**config.mk**
```make
export PLATFORM = sky130hd
export DESIGN_NAME = battery_temp_fault_monitor_top
export DESIGN_NICKNAME = d
export VERILOG_FILES = /design/src/design/btfm_pkg.sv /design/src/design/btfm_regs.sv /design/src/design/btfm_core.sv /design/src/design/battery_temp_fault_monitor_top.sv
export SDC_FILE = /design/constraint.sdc
export NUM_CORES = 1
export LEC_CHECK = 0
export BUFFER_PORTS_ARGS = -buffer_cell sky130_fd_sc_hd__buf_2
export CELL_PAD_IN_SITES_DETAIL_PLACEMENT = 0
export CELL_PAD_IN_SITES_GLOBAL_PLACEMENT = 1
export CORE_ASPECT_RATIO = 1.4
export CORE_MARGIN = 3
export CORE_UTILIZATION = 41
export CTS_BUF_LIST = sky130_fd_sc_hd__clkbuf_8
export CTS_CLUSTER_SIZE = 20
export DETAILED_ROUTE_END_ITERATION = 8
export PLACE_DENSITY_LB_ADDON = 0.1
export SYNTH_ARGS = -nofsm -noshare
export SYNTH_HDL_FRONTEND = slang
export SYNTH_SLANG_ARGS = --single-unit
```
**constraint.sdc**
```tcl
create_clock -name aclk -period 4.7 [get_ports aclk]
set_input_delay 0.705 -clock aclk [delete_from_list [all_inputs] [get_ports aclk]]
set_output_delay 0.705 -clock aclk [all_outputs]
set_load 0.03 [all_outputs]
```
**src/design/btfm_pkg.sv**
```systemverilog
`timescale 1ns / 1ps
// ----------------------------------------------------------------------------
// btfm_pkg: shared types and constants for the battery temperature monitor
// Holds mode codes, register map, reset values and the config bundle type.
// ----------------------------------------------------------------------------
package btfm_pkg;

    localparam int TEMP_W  = 12;
    localparam int CNT_W   = 8;
    localparam int MODE_W  = 3;
    localparam int PADDR_W = 5;
    localparam int PDATA_W = 32;

    // Device mode codes (codes above RUN behave as run)
    localparam logic [MODE_W-1:0] MODE_WAKE   = 3'd0;
    localparam logic [MODE_W-1:0] MODE_OFF    = 3'd1;
    localparam logic [MODE_W-1:0] MODE_CHARGE = 3'd2;
    localparam logic [MODE_W-1:0] MODE_TEST   = 3'd3;
    localparam logic [MODE_W-1:0] MODE_RUN    = 3'd4;

    // Register indexes (byte address = 4 * index)
    localparam logic [2:0] REG_CHARGE_HIGH = 3'd0;
    localparam logic [2:0] REG_CHARGE_LOW  = 3'd1;
    localparam logic [2:0] REG_RUN_HIGH    = 3'd2;
    localparam logic [2:0] REG_RUN_LOW     = 3'd3;
    localparam logic [2:0] REG_RECOVER_MRG = 3'd4;
    localparam logic [2:0] REG_FAULT_TICKS = 3'd5;
    localparam logic [2:0] REG_RECOV_TICKS = 3'd6;
    localparam logic [2:0] REG_BLANK_TICKS = 3'd7;

    // Reset values
    localparam logic signed [TEMP_W-1:0] RST_CHARGE_HIGH = 12'sd450;
    localparam logic signed [TEMP_W-1:0] RST_CHARGE_LOW  = 12'sd0;
    localparam logic signed [TEMP_W-1:0] RST_RUN_HIGH    = 12'sd600;
    localparam logic signed [TEMP_W-1:0] RST_RUN_LOW     = -12'sd100;
    localparam logic [CNT_W-1:0]         RST_RECOVER_MRG = 8'd20;
    localparam logic [CNT_W-1:0]         RST_FAULT_TICKS = 8'd10;
    localparam logic [CNT_W-1:0]         RST_RECOV_TICKS = 8'd5;
    localparam logic [CNT_W-1:0]         RST_BLANK_TICKS = 8'd15;

    typedef struct packed {
        logic signed [TEMP_W-1:0] charge_high_limit;
        logic signed [TEMP_W-1:0] charge_low_limit;
        logic signed [TEMP_W-1:0] run_high_limit;
        logic signed [TEMP_W-1:0] run_low_limit;
        logic [CNT_W-1:0]         recover_margin;
        logic [CNT_W-1:0]         fault_ticks;
        logic [CNT_W-1:0]         recover_ticks;
        logic [CNT_W-1:0]         blank_ticks;
    } btfm_cfg_t;

    // Saturating increment of an 8-bit count
    function automatic logic [CNT_W-1:0] sat_inc(input logic [CNT_W-1:0] c);
        return (c == {CNT_W{1'b1}}) ? c : c + 1'b1;
    endfunction

endpackage

```
**src/design/btfm_regs.sv**
```systemverilog
`timescale 1ns / 1ps
// ----------------------------------------------------------------------------
// btfm_regs: configuration register file
// APB-style write/read port for the eight limit and count registers.
// ----------------------------------------------------------------------------
module btfm_regs
    import btfm_pkg::*;
(
    input  logic               aclk,
    input  logic               aresetn,
    input  logic               psel,
    input  logic               penable,
    input  logic               pwrite,
    input  logic [PADDR_W-1:0] paddr,
    input  logic [PDATA_W-1:0] pwdata,
    output logic [PDATA_W-1:0] prdata,
    output btfm_cfg_t          cfg
);

    btfm_cfg_t  cfg_reg;
    logic       wr_en;
    logic [2:0] wr_idx;

    assign wr_en  = psel & penable & pwrite;
    assign wr_idx = paddr[4:2];
    assign cfg    = cfg_reg;

    // Register writes
    always_ff @(posedge aclk) begin
        if (!aresetn) begin
            cfg_reg.charge_high_limit <= RST_CHARGE_HIGH;
            cfg_reg.charge_low_limit  <= RST_CHARGE_LOW;
            cfg_reg.run_high_limit    <= RST_RUN_HIGH;
            cfg_reg.run_low_limit     <= RST_RUN_LOW;
            cfg_reg.recover_margin    <= RST_RECOVER_MRG;
            cfg_reg.fault_ticks       <= RST_FAULT_TICKS;
            cfg_reg.recover_ticks     <= RST_RECOV_TICKS;
            cfg_reg.blank_ticks       <= RST_BLANK_TICKS;
        end else if (wr_en) begin
            case (wr_idx)
                REG_CHARGE_HIGH: cfg_reg.charge_high_limit <= pwdata[TEMP_W-1:0];
                REG_CHARGE_LOW:  cfg_reg.charge_low_limit  <= pwdata[TEMP_W-1:0];
                REG_RUN_HIGH:    cfg_reg.run_high_limit    <= pwdata[TEMP_W-1:0];
                REG_RUN_LOW:     cfg_reg.run_low_limit     <= pwdata[TEMP_W-1:0];
                REG_RECOVER_MRG: cfg_reg.recover_margin    <= pwdata[CNT_W-1:0];
                REG_FAULT_TICKS: cfg_reg.fault_ticks       <= pwdata[CNT_W-1:0];
                REG_RECOV_TICKS: cfg_reg.recover_ticks     <= pwdata[CNT_W-1:0];
                REG_BLANK_TICKS: cfg_reg.blank_ticks       <= pwdata[CNT_W-1:0];
                default: ;
            endcase
        end
    end

    // Read mux; temperature limits are sign-extended
    always_comb begin
        case (paddr[4:2])
            REG_CHARGE_HIGH: prdata = PDATA_W'(cfg_reg.charge_high_limit);
            REG_CHARGE_LOW:  prdata = PDATA_W'(cfg_reg.charge_low_limit);
            REG_RUN_HIGH:    prdata = PDATA_W'(cfg_reg.run_high_limit);
            REG_RUN_LOW:     prdata = PDATA_W'(cfg_reg.run_low_limit);
            REG_RECOVER_MRG: prdata = {{(PDATA_W-CNT_W){1'b0}}, cfg_reg.recover_margin};
            REG_FAULT_TICKS: prdata = {{(PDATA_W-CNT_W){1'b0}}, cfg_reg.fault_ticks};
            REG_RECOV_TICKS: prdata = {{(PDATA_W-CNT_W){1'b0}}, cfg_reg.recover_ticks};
            REG_BLANK_TICKS: prdata = {{(PDATA_W-CNT_W){1'b0}}, cfg_reg.blank_ticks};
            default:         prdata = '0;
        endcase
    end

endmodule

```
**src/design/btfm_core.sv**
```systemverilog
`timescale 1ns / 1ps
// ----------------------------------------------------------------------------
// btfm_core: monitor datapath
// Input register, one pass of window compare and counter update, result
// register. State advances when the item moves into the result register.
// ----------------------------------------------------------------------------
module btfm_core
    import btfm_pkg::*;
(
    input  logic                     aclk,
    input  logic                     aresetn,
    input  btfm_cfg_t                cfg,
    input  logic                     in_valid,
    output logic                     in_ready,
    input  logic [MODE_W-1:0]        in_mode,
    input  logic signed [TEMP_W-1:0] in_temp,
    input  logic                     in_aging,
    input  logic                     in_rf,
    output logic                     out_valid,
    input  logic                     out_ready,
    output logic                     out_fault,
    output logic                     out_request,
    output logic                     out_cleared
);

    // Input stage
    logic                     in_valid_reg;
    logic [MODE_W-1:0]        in_mode_reg;
    logic signed [TEMP_W-1:0] in_temp_reg;
    logic                     in_aging_reg;
    logic                     in_rf_reg;

    // Monitor state
    logic             fault_reg,  fault_next;
    logic [CNT_W-1:0] oow_reg,    oow_next;
    logic [CNT_W-1:0] recov_reg,  recov_next;
    logic [CNT_W-1:0] blank_reg,  blank_next;
    logic             request_next;

    // Result stage
    logic out_valid_reg;
    logic out_fault_reg, out_request_reg, out_cleared_reg;

    logic res_free, advance;

    logic [CNT_W-1:0]       blank_inc, oow_inc, recov_inc;
    logic                   use_charge;
    logic signed [TEMP_W-1:0] hi, lo;
    logic signed [TEMP_W+1:0] inner_lo, inner_hi, temp_x;
    logic                   outside, inner;

    assign res_free = !out_valid_reg || out_ready;
    assign advance  = in_valid_reg && res_free;
    assign in_ready = !in_valid_reg || res_free;

    // Input register
    always_ff @(posedge aclk) begin
        if (!aresetn) begin
            in_valid_reg <= 1'b0;
        end else if (in_ready) begin
            in_valid_reg <= in_valid;
        end
    end

    always_ff @(posedge aclk) begin
        if (in_ready && in_valid) begin
            in_mode_reg  <= in_mode;
            in_temp_reg  <= in_temp;
            in_aging_reg <= in_aging;
            in_rf_reg    <= in_rf;
        end
    end

    // Window selection and compares
    assign use_charge = (in_mode_reg == MODE_CHARGE) ||
                        ((in_mode_reg == MODE_TEST) && in_aging_reg && !in_rf_reg);
    assign hi       = use_charge ? cfg.charge_high_limit : cfg.run_high_limit;
    assign lo       = use_charge ? cfg.charge_low_limit  : cfg.run_low_limit;
    assign temp_x   = (TEMP_W+2)'(in_temp_reg);
    assign inner_lo = (TEMP_W+2)'(lo) + (TEMP_W+2)'($signed({1'b0, cfg.recover_margin}));
    assign inner_hi = (TEMP_W+2)'(hi) - (TEMP_W+2)'($signed({1'b0, cfg.recover_margin}));
    assign outside  = (in_temp_reg > hi) || (in_temp_reg < lo);
    assign inner    = (temp_x > inner_lo) && (temp_x < inner_hi);

    assign blank_inc = sat_inc(blank_reg);
    assign oow_inc   = sat_inc(oow_reg);
    assign recov_inc = sat_inc(recov_reg);

    // Next state of the monitor
    always_comb begin
        fault_next   = fault_reg;
        oow_next     = oow_reg;
        recov_next   = recov_reg;
        blank_next   = blank_reg;
        request_next = 1'b0;
        if (in_mode_reg == MODE_WAKE) begin
            blank_next = '0;
            fault_next = 1'b0;
        end else if (blank_inc < cfg.blank_ticks) begin
            blank_next = blank_inc;
        end else if (in_mode_reg == MODE_OFF) begin
            blank_next = '0;
            fault_next = 1'b0;
        end else begin
            blank_next = cfg.blank_ticks;
            if (outside) begin
                if (oow_inc > cfg.fault_ticks) begin
                    oow_next = cfg.fault_ticks;
                    if (!fault_reg) begin
                        fault_next   = 1'b1;
                        request_next = (in_mode_reg != MODE_CHARGE);
                    end
                end else begin
                    oow_next = oow_inc;
                end
            end else if (inner) begin
                oow_next = '0;
                if (recov_inc > cfg.recover_ticks) begin
                    recov_next = cfg.recover_ticks;
                    fault_next = 1'b0;
                end else begin
                    recov_next = recov_inc;
                end
            end
        end
    end

    // State update as the item completes
    always_ff @(posedge aclk) begin
        if (!aresetn) begin
            fault_reg <= 1'b0;
            oow_reg   <= '0;
            recov_reg <= '0;
            blank_reg <= '0;
        end else if (advance) begin
            fault_reg <= fault_next;
            oow_reg   <= oow_next;
            recov_reg <= recov_next;
            blank_reg <= blank_next;
        end
    end

    // Result register
    always_ff @(posedge aclk) begin
        if (!aresetn) begin
            out_valid_reg <= 1'b0;
        end else if (res_free) begin
            out_valid_reg <= in_valid_reg;
        end
    end

    always_ff @(posedge aclk) begin
        if (advance) begin
            out_fault_reg   <= fault_next;
            out_request_reg <= request_next;
            out_cleared_reg <= fault_reg && !fault_next;
        end
    end

    assign out_valid   = out_valid_reg;
    assign out_fault   = out_fault_reg;
    assign out_request = out_request_reg;
    assign out_cleared = out_cleared_reg;

endmodule

```
**src/design/battery_temp_fault_monitor_top.sv**
```systemverilog
`timescale 1ns / 1ps
// ----------------------------------------------------------------------------
// battery_temp_fault_monitor_top: battery temperature fault monitor
// Debounced window comparator with hysteresis, one item per tick.
// ----------------------------------------------------------------------------
// Usage:
//   Slave stream (s_*) takes one tick item: temperature in tdata, mode and
//   the two aging flags in tuser. Master stream (m_*) returns one result
//   item per input item: fault flag in tdata, request and clear in tuser.
//   The APB-style port writes and reads the eight limit/count registers
//   at byte addresses 0x00..0x1C; pready is tied high.
// Path: an accepted item is loaded into the input register, then into the
//   result register as soon as that register is free (see Stall).
// Throughput: one item per cycle unless m_tready is low; input and result
//   registers form a two-deep pipeline, state updates as an item enters the
//   result register, so the next item always sees up-to-date counts.
// Reset (aresetn low, synchronous): both stages empty, fault and counts
//   zero, registers back to their defaults.
// Stall: while m_tready is low a held result keeps its value; one more
//   item is taken into the input register, then s_tready drops.
// ----------------------------------------------------------------------------
module battery_temp_fault_monitor_top
    import btfm_pkg::*;
(
    input  logic               aclk,
    input  logic               aresetn,
    // input items
    input  logic               s_tvalid,
    output logic               s_tready,
    input  logic [15:0]        s_tdata,   // [11:0] battery_temp, rest zero
    input  logic [4:0]         s_tuser,   // [2:0] device_mode, [3] aging_test,
                                          // [4] aging_rf_active
    // result items
    output logic               m_tvalid,
    input  logic               m_tready,
    output logic [7:0]         m_tdata,   // [0] fault_active, rest zero
    output logic [1:0]         m_tuser,   // [0] enter_error_request,
                                          // [1] fault_cleared_now
    // configuration
    input  logic               psel,
    input  logic               penable,
    input  logic               pwrite,
    input  logic [PADDR_W-1:0] paddr,
    input  logic [PDATA_W-1:0] pwdata,
    output logic [PDATA_W-1:0] prdata,
    output logic               pready
);

    btfm_cfg_t cfg;
    logic      fault, request, cleared;

    assign pready = 1'b1;

    btfm_regs u_regs (
        .aclk    (aclk),
        .aresetn (aresetn),
        .psel    (psel),
        .penable (penable),
        .pwrite  (pwrite),
        .paddr   (paddr),
        .pwdata  (pwdata),
        .prdata  (prdata),
        .cfg     (cfg)
    );

    btfm_core u_core (
        .aclk        (aclk),
        .aresetn     (aresetn),
        .cfg         (cfg),
        .in_valid    (s_tvalid),
        .in_ready    (s_tready),
        .in_mode     (s_tuser[2:0]),
        .in_temp     (s_tdata[TEMP_W-1:0]),
        .in_aging    (s_tuser[3]),
        .in_rf       (s_tuser[4]),
        .out_valid   (m_tvalid),
        .out_ready   (m_tready),
        .out_fault   (fault),
        .out_request (request),
        .out_cleared (cleared)
    );

    assign m_tdata = {7'd0, fault};
    assign m_tuser = {cleared, request};

endmodule
```
==> run metrics <==
IO buf count=75; design area=roughly 11000 um^2; most used cell along the critical path=a21o_1; kind of critical path=flip-flop to flip-flop; crit path DAT=5080 ps; Startpoint Class=flip-flop; clock tree sinks=around 130; number of synthesized flops with an enable pin=20; cts hold-fix bufs=0; critical path's slowest cell=edfxtp_1; Final Skew=between 9 and 10 ps; WP data required=a little over 5000 ps; CP max stage delay=between 400 and 500 ps; drt wl/cell=between 15 and 20 um; failing checks=setup timing; Peak VDD IR=0.1610 mV; I/O pins=110; Vias=7900; Synth Instances=roughly 1100; CTS Buf Count=17; period utilization=100.1%; pin count of the biggest net entering global routing=62; Root Buffer Master=clkbuf_8; Critical Path End Type=flip-flop; sequential fraction of the synthesis area=~30%; worst path cell trace=nor2b_4, o21a_1, buf_12, buf_6, mux2_4, ha_4, fa_2, a21o_1, a21oi_2, o21ai_2, a21o_1, a21o_1, buf_4, xnor2_2, ha_1, a21boi_1, o21a_1, or3_4, o2111ai_4, buf_12, a31oi_4, buf_6, o22ai_2; highest clock rate=between 200 and 250 MHz; initial antenna violation count=0; H-tree depth=4; gpl congestion=0.8446; worst-skew pair later-pin latency=approximately 460 ps; post-layout min period=about 4700 ps; R2R Setup Slk=-7 ps; Initial DRC Count=approximately 330; Chip Width=132.2 um; Core ar.=21860 um^2; Cell Area, Placed=roughly 9900 um^2; # rows=64; Netlist cell types=69; HPWL Detailed=about 20000 um; Worst-Margin Slew=about 1200 ps; die height=between 150 and 200 um; worst setup margin=-6.802 ps; global-route wire length before repair=about 43000 um; RSZ-0062 raised after global routing=yes; Tightest Hold Check Type=input pin to flip-flop; Slew Limit Fails=0; Ant. Diodes=0; CP top delay family=compound AO/OA/AOI/OAI gates; Clock Path Buffers=2; Buffers & Inverters on Critical Path=5; Crit Path Max Fanout=7; Detailed Routing Iterations Pass 1=4; Overall Global Routing Usage=between 20% and 30%; Final Hold Fails=0; Syn Area/Cell=around 8.4 um^2; layout cells sized above 1=~23%; initial core utilization=41.82%; vias per cell=around 5.3; area added between synthesis and finish=17.72%; global route overflow=0; PD cells=253.8 nW/um^2; Finish-stage setup viols=5; full die area=24150 um^2; DRC=0; max cap viols=0; clk slew on worst S/H paths=roughly 80 ps; Seq cells post-synth=about 130; Layout Nets=1341; Detail Route Antenna Nets=0; slew margin rel.=20.41%; Pleak=between 4 and 5 nW; final wirelength=~27000 um; Synth Cell Area=about 9100 um^2; Primary FF master, synth=dfxtp_1; TritonCTS clock tree=built; dpl ws=-481.7 ps; Largest register FFs=80; asr flop ratio synth=0%; vias in the first global route=about 7900; yosys warns=0; outcome=finished, violations left
==> through the flow <==
step | power, mW | hold slack, ps | instances | utilization [%] | TNS [ps]
after global routing | 2.847 | 396.8 | 1492 | 49.23 | -3353
after detailed placement | 1.592 | 458.5 | 1448 | 45.50 | -6936
final | 2.732 | 416.1 | 1492 | 49.23 | -13.61
after global placement | 1.588 | 458.1 | 1448 | 45.50 | -5181
after floorplan | 1.466 | 442.3 | 1098 | - | 0
after CTS | 2.755 | 382.8 | 1489 | 48.74 | 0
==> placed cells by master, fill, tap and decap left out, types with 7 or more instances in the layout <==
| cell | instances |
|---|---|
| conb_1 | 8 |
| mux4_2 | 11 |
| a31oi_1 | 9 |
| xor2_1 | 14 |
| mux2_2 | 23 |
| xnor2_1 | 15 |
| o21ai_0 | 31 |
| nor2_1 | 77 |
| a21oi_1 | 72 |
| nand2_1 | 163 |
| buf_4 | 67 |
| nand4_1 | 13 |
| nor3_1 | 8 |
| dfxtp_1 | 107 |
| a211oi_1 | 7 |
| inv_1 | 65 |
| edfxtp_1 | 20 |
| o211ai_1 | 17 |
| o21bai_1 | 7 |
| ha_1 | 90 |
| nand3_1 | 46 |
| mux2i_1 | 46 |
| clkbuf_8 | 19 |
| a21o_1 | 15 |
| nand2b_1 | 7 |
| nor2b_1 | 17 |
| a22oi_1 | 8 |
| buf_2 | 75 |
| and3_1 | 10 |
==> cells in the mapped netlist (all sizes together) (3+ instances only) <==
cell type,number,area share [%]
a2111oi,3,0.56
a211oi,11,0.96
a21boi,4,0.37
a21o,15,1.2
a21oi,76,4.2
a22oi,9,0.79
a31o,6,0.57
a31oi,11,0.82
and2,5,0.36
and3,10,0.68
buf,52,3.7
clkbuf,31,1.3
dfxtp,107,23
edfxtp,20,6.6
ha,91,12
inv,65,2.7
mux2,24,3.0
mux2i,47,5.1
mux4,11,2.7
nand2,164,6.7
nand2b,7,0.48
nand3,48,2.7
nand4,13,0.89
nor2,78,3.2
nor2b,20,1.4
nor3,12,0.71
nor3b,3,0.25
nor4,6,0.41
o2111ai,3,0.48
o211ai,18,1.6
o21a,6,0.49
o21ai,39,2.1
o21bai,7,0.57
o22ai,9,0.62
o41ai,3,0.53
or2,4,0.27
or3,4,0.27
xnor2,16,1.5
xor2,14,1.3
==> layout make-up <==
type                       count  area, um^2
sequential                   127        2743
clock inverter                12       188.9
multi-input combinational    823        5959
timing repair buffer         149       994.7
fill                        2156       11100
tap                          297       371.6
clock buffer                  19       261.5
inverter                      65       244.0
==> where the power goes <==
| part | internal [mW] | total, mW | switching, mW |
|---|---|---|---|
| Combinational | 0.190 | 0.468 | 0.278 |
| Clock | 0.653 | 1.12 | 0.468 |
| Sequential | 1.12 | 1.14 | 0.0206 |
==> per-layer routing <==
layer	track usage (%)	vias up	share of wire, %
met5	0	-	0
met4	8.527	0	2.9
met3	2.978	27	3.0
met2	44.20	147	54
li1	-	4012	-
met1	25.56	3714	40
==> logic make-up (layout without fill, tap and decap cells) <==
kind of cell / Yosys count / in the layout / share of synthesized area (%)
AOI/OAI and AO/OA: 230 / 230 / 16.89
xor gates and xnor gates: 30 / 30 / 2.874
adders and majority gates: 93 / 93 / 12.89
buffers and inverters: 148 / 245 / 7.609
DFF: 127 / 127 / 30.00
muxes: 82 / 82 / 10.81
other: 2 / 8 / 0.08214
and+or+nand+nor: 380 / 380 / 18.84
==> path summary, 6_finish.rpt <==
path / from / cells after the start / endpoint
hold / removal: s_tdata[10] / 1 / u_core.in_temp_reg[10]$_DFFE_PP_
hold reg to reg: u_regs.cfg[37]$_SDFFE_PN0P_ / 2 / u_regs.cfg[37]$_SDFFE_PN0P_
setup / recovery: u_core.in_mode_reg[2]$_DFFE_PP_ / 23 / u_core.oow_reg[5]$_SDFFE_PN0P_
setup reg to reg: u_core.in_mode_reg[2]$_DFFE_PP_ / 23 / u_core.oow_reg[5]$_SDFFE_PN0P_
==> timing repair <==
item | CTS | global route
setup endpoints to repair | 19 | 19
gates cloned | 1 | 0
setup buffers | 9 | 3
gates resized for setup | 33 | 22
pin swaps | 20 | 17
(Power assumes the default switching activity.)
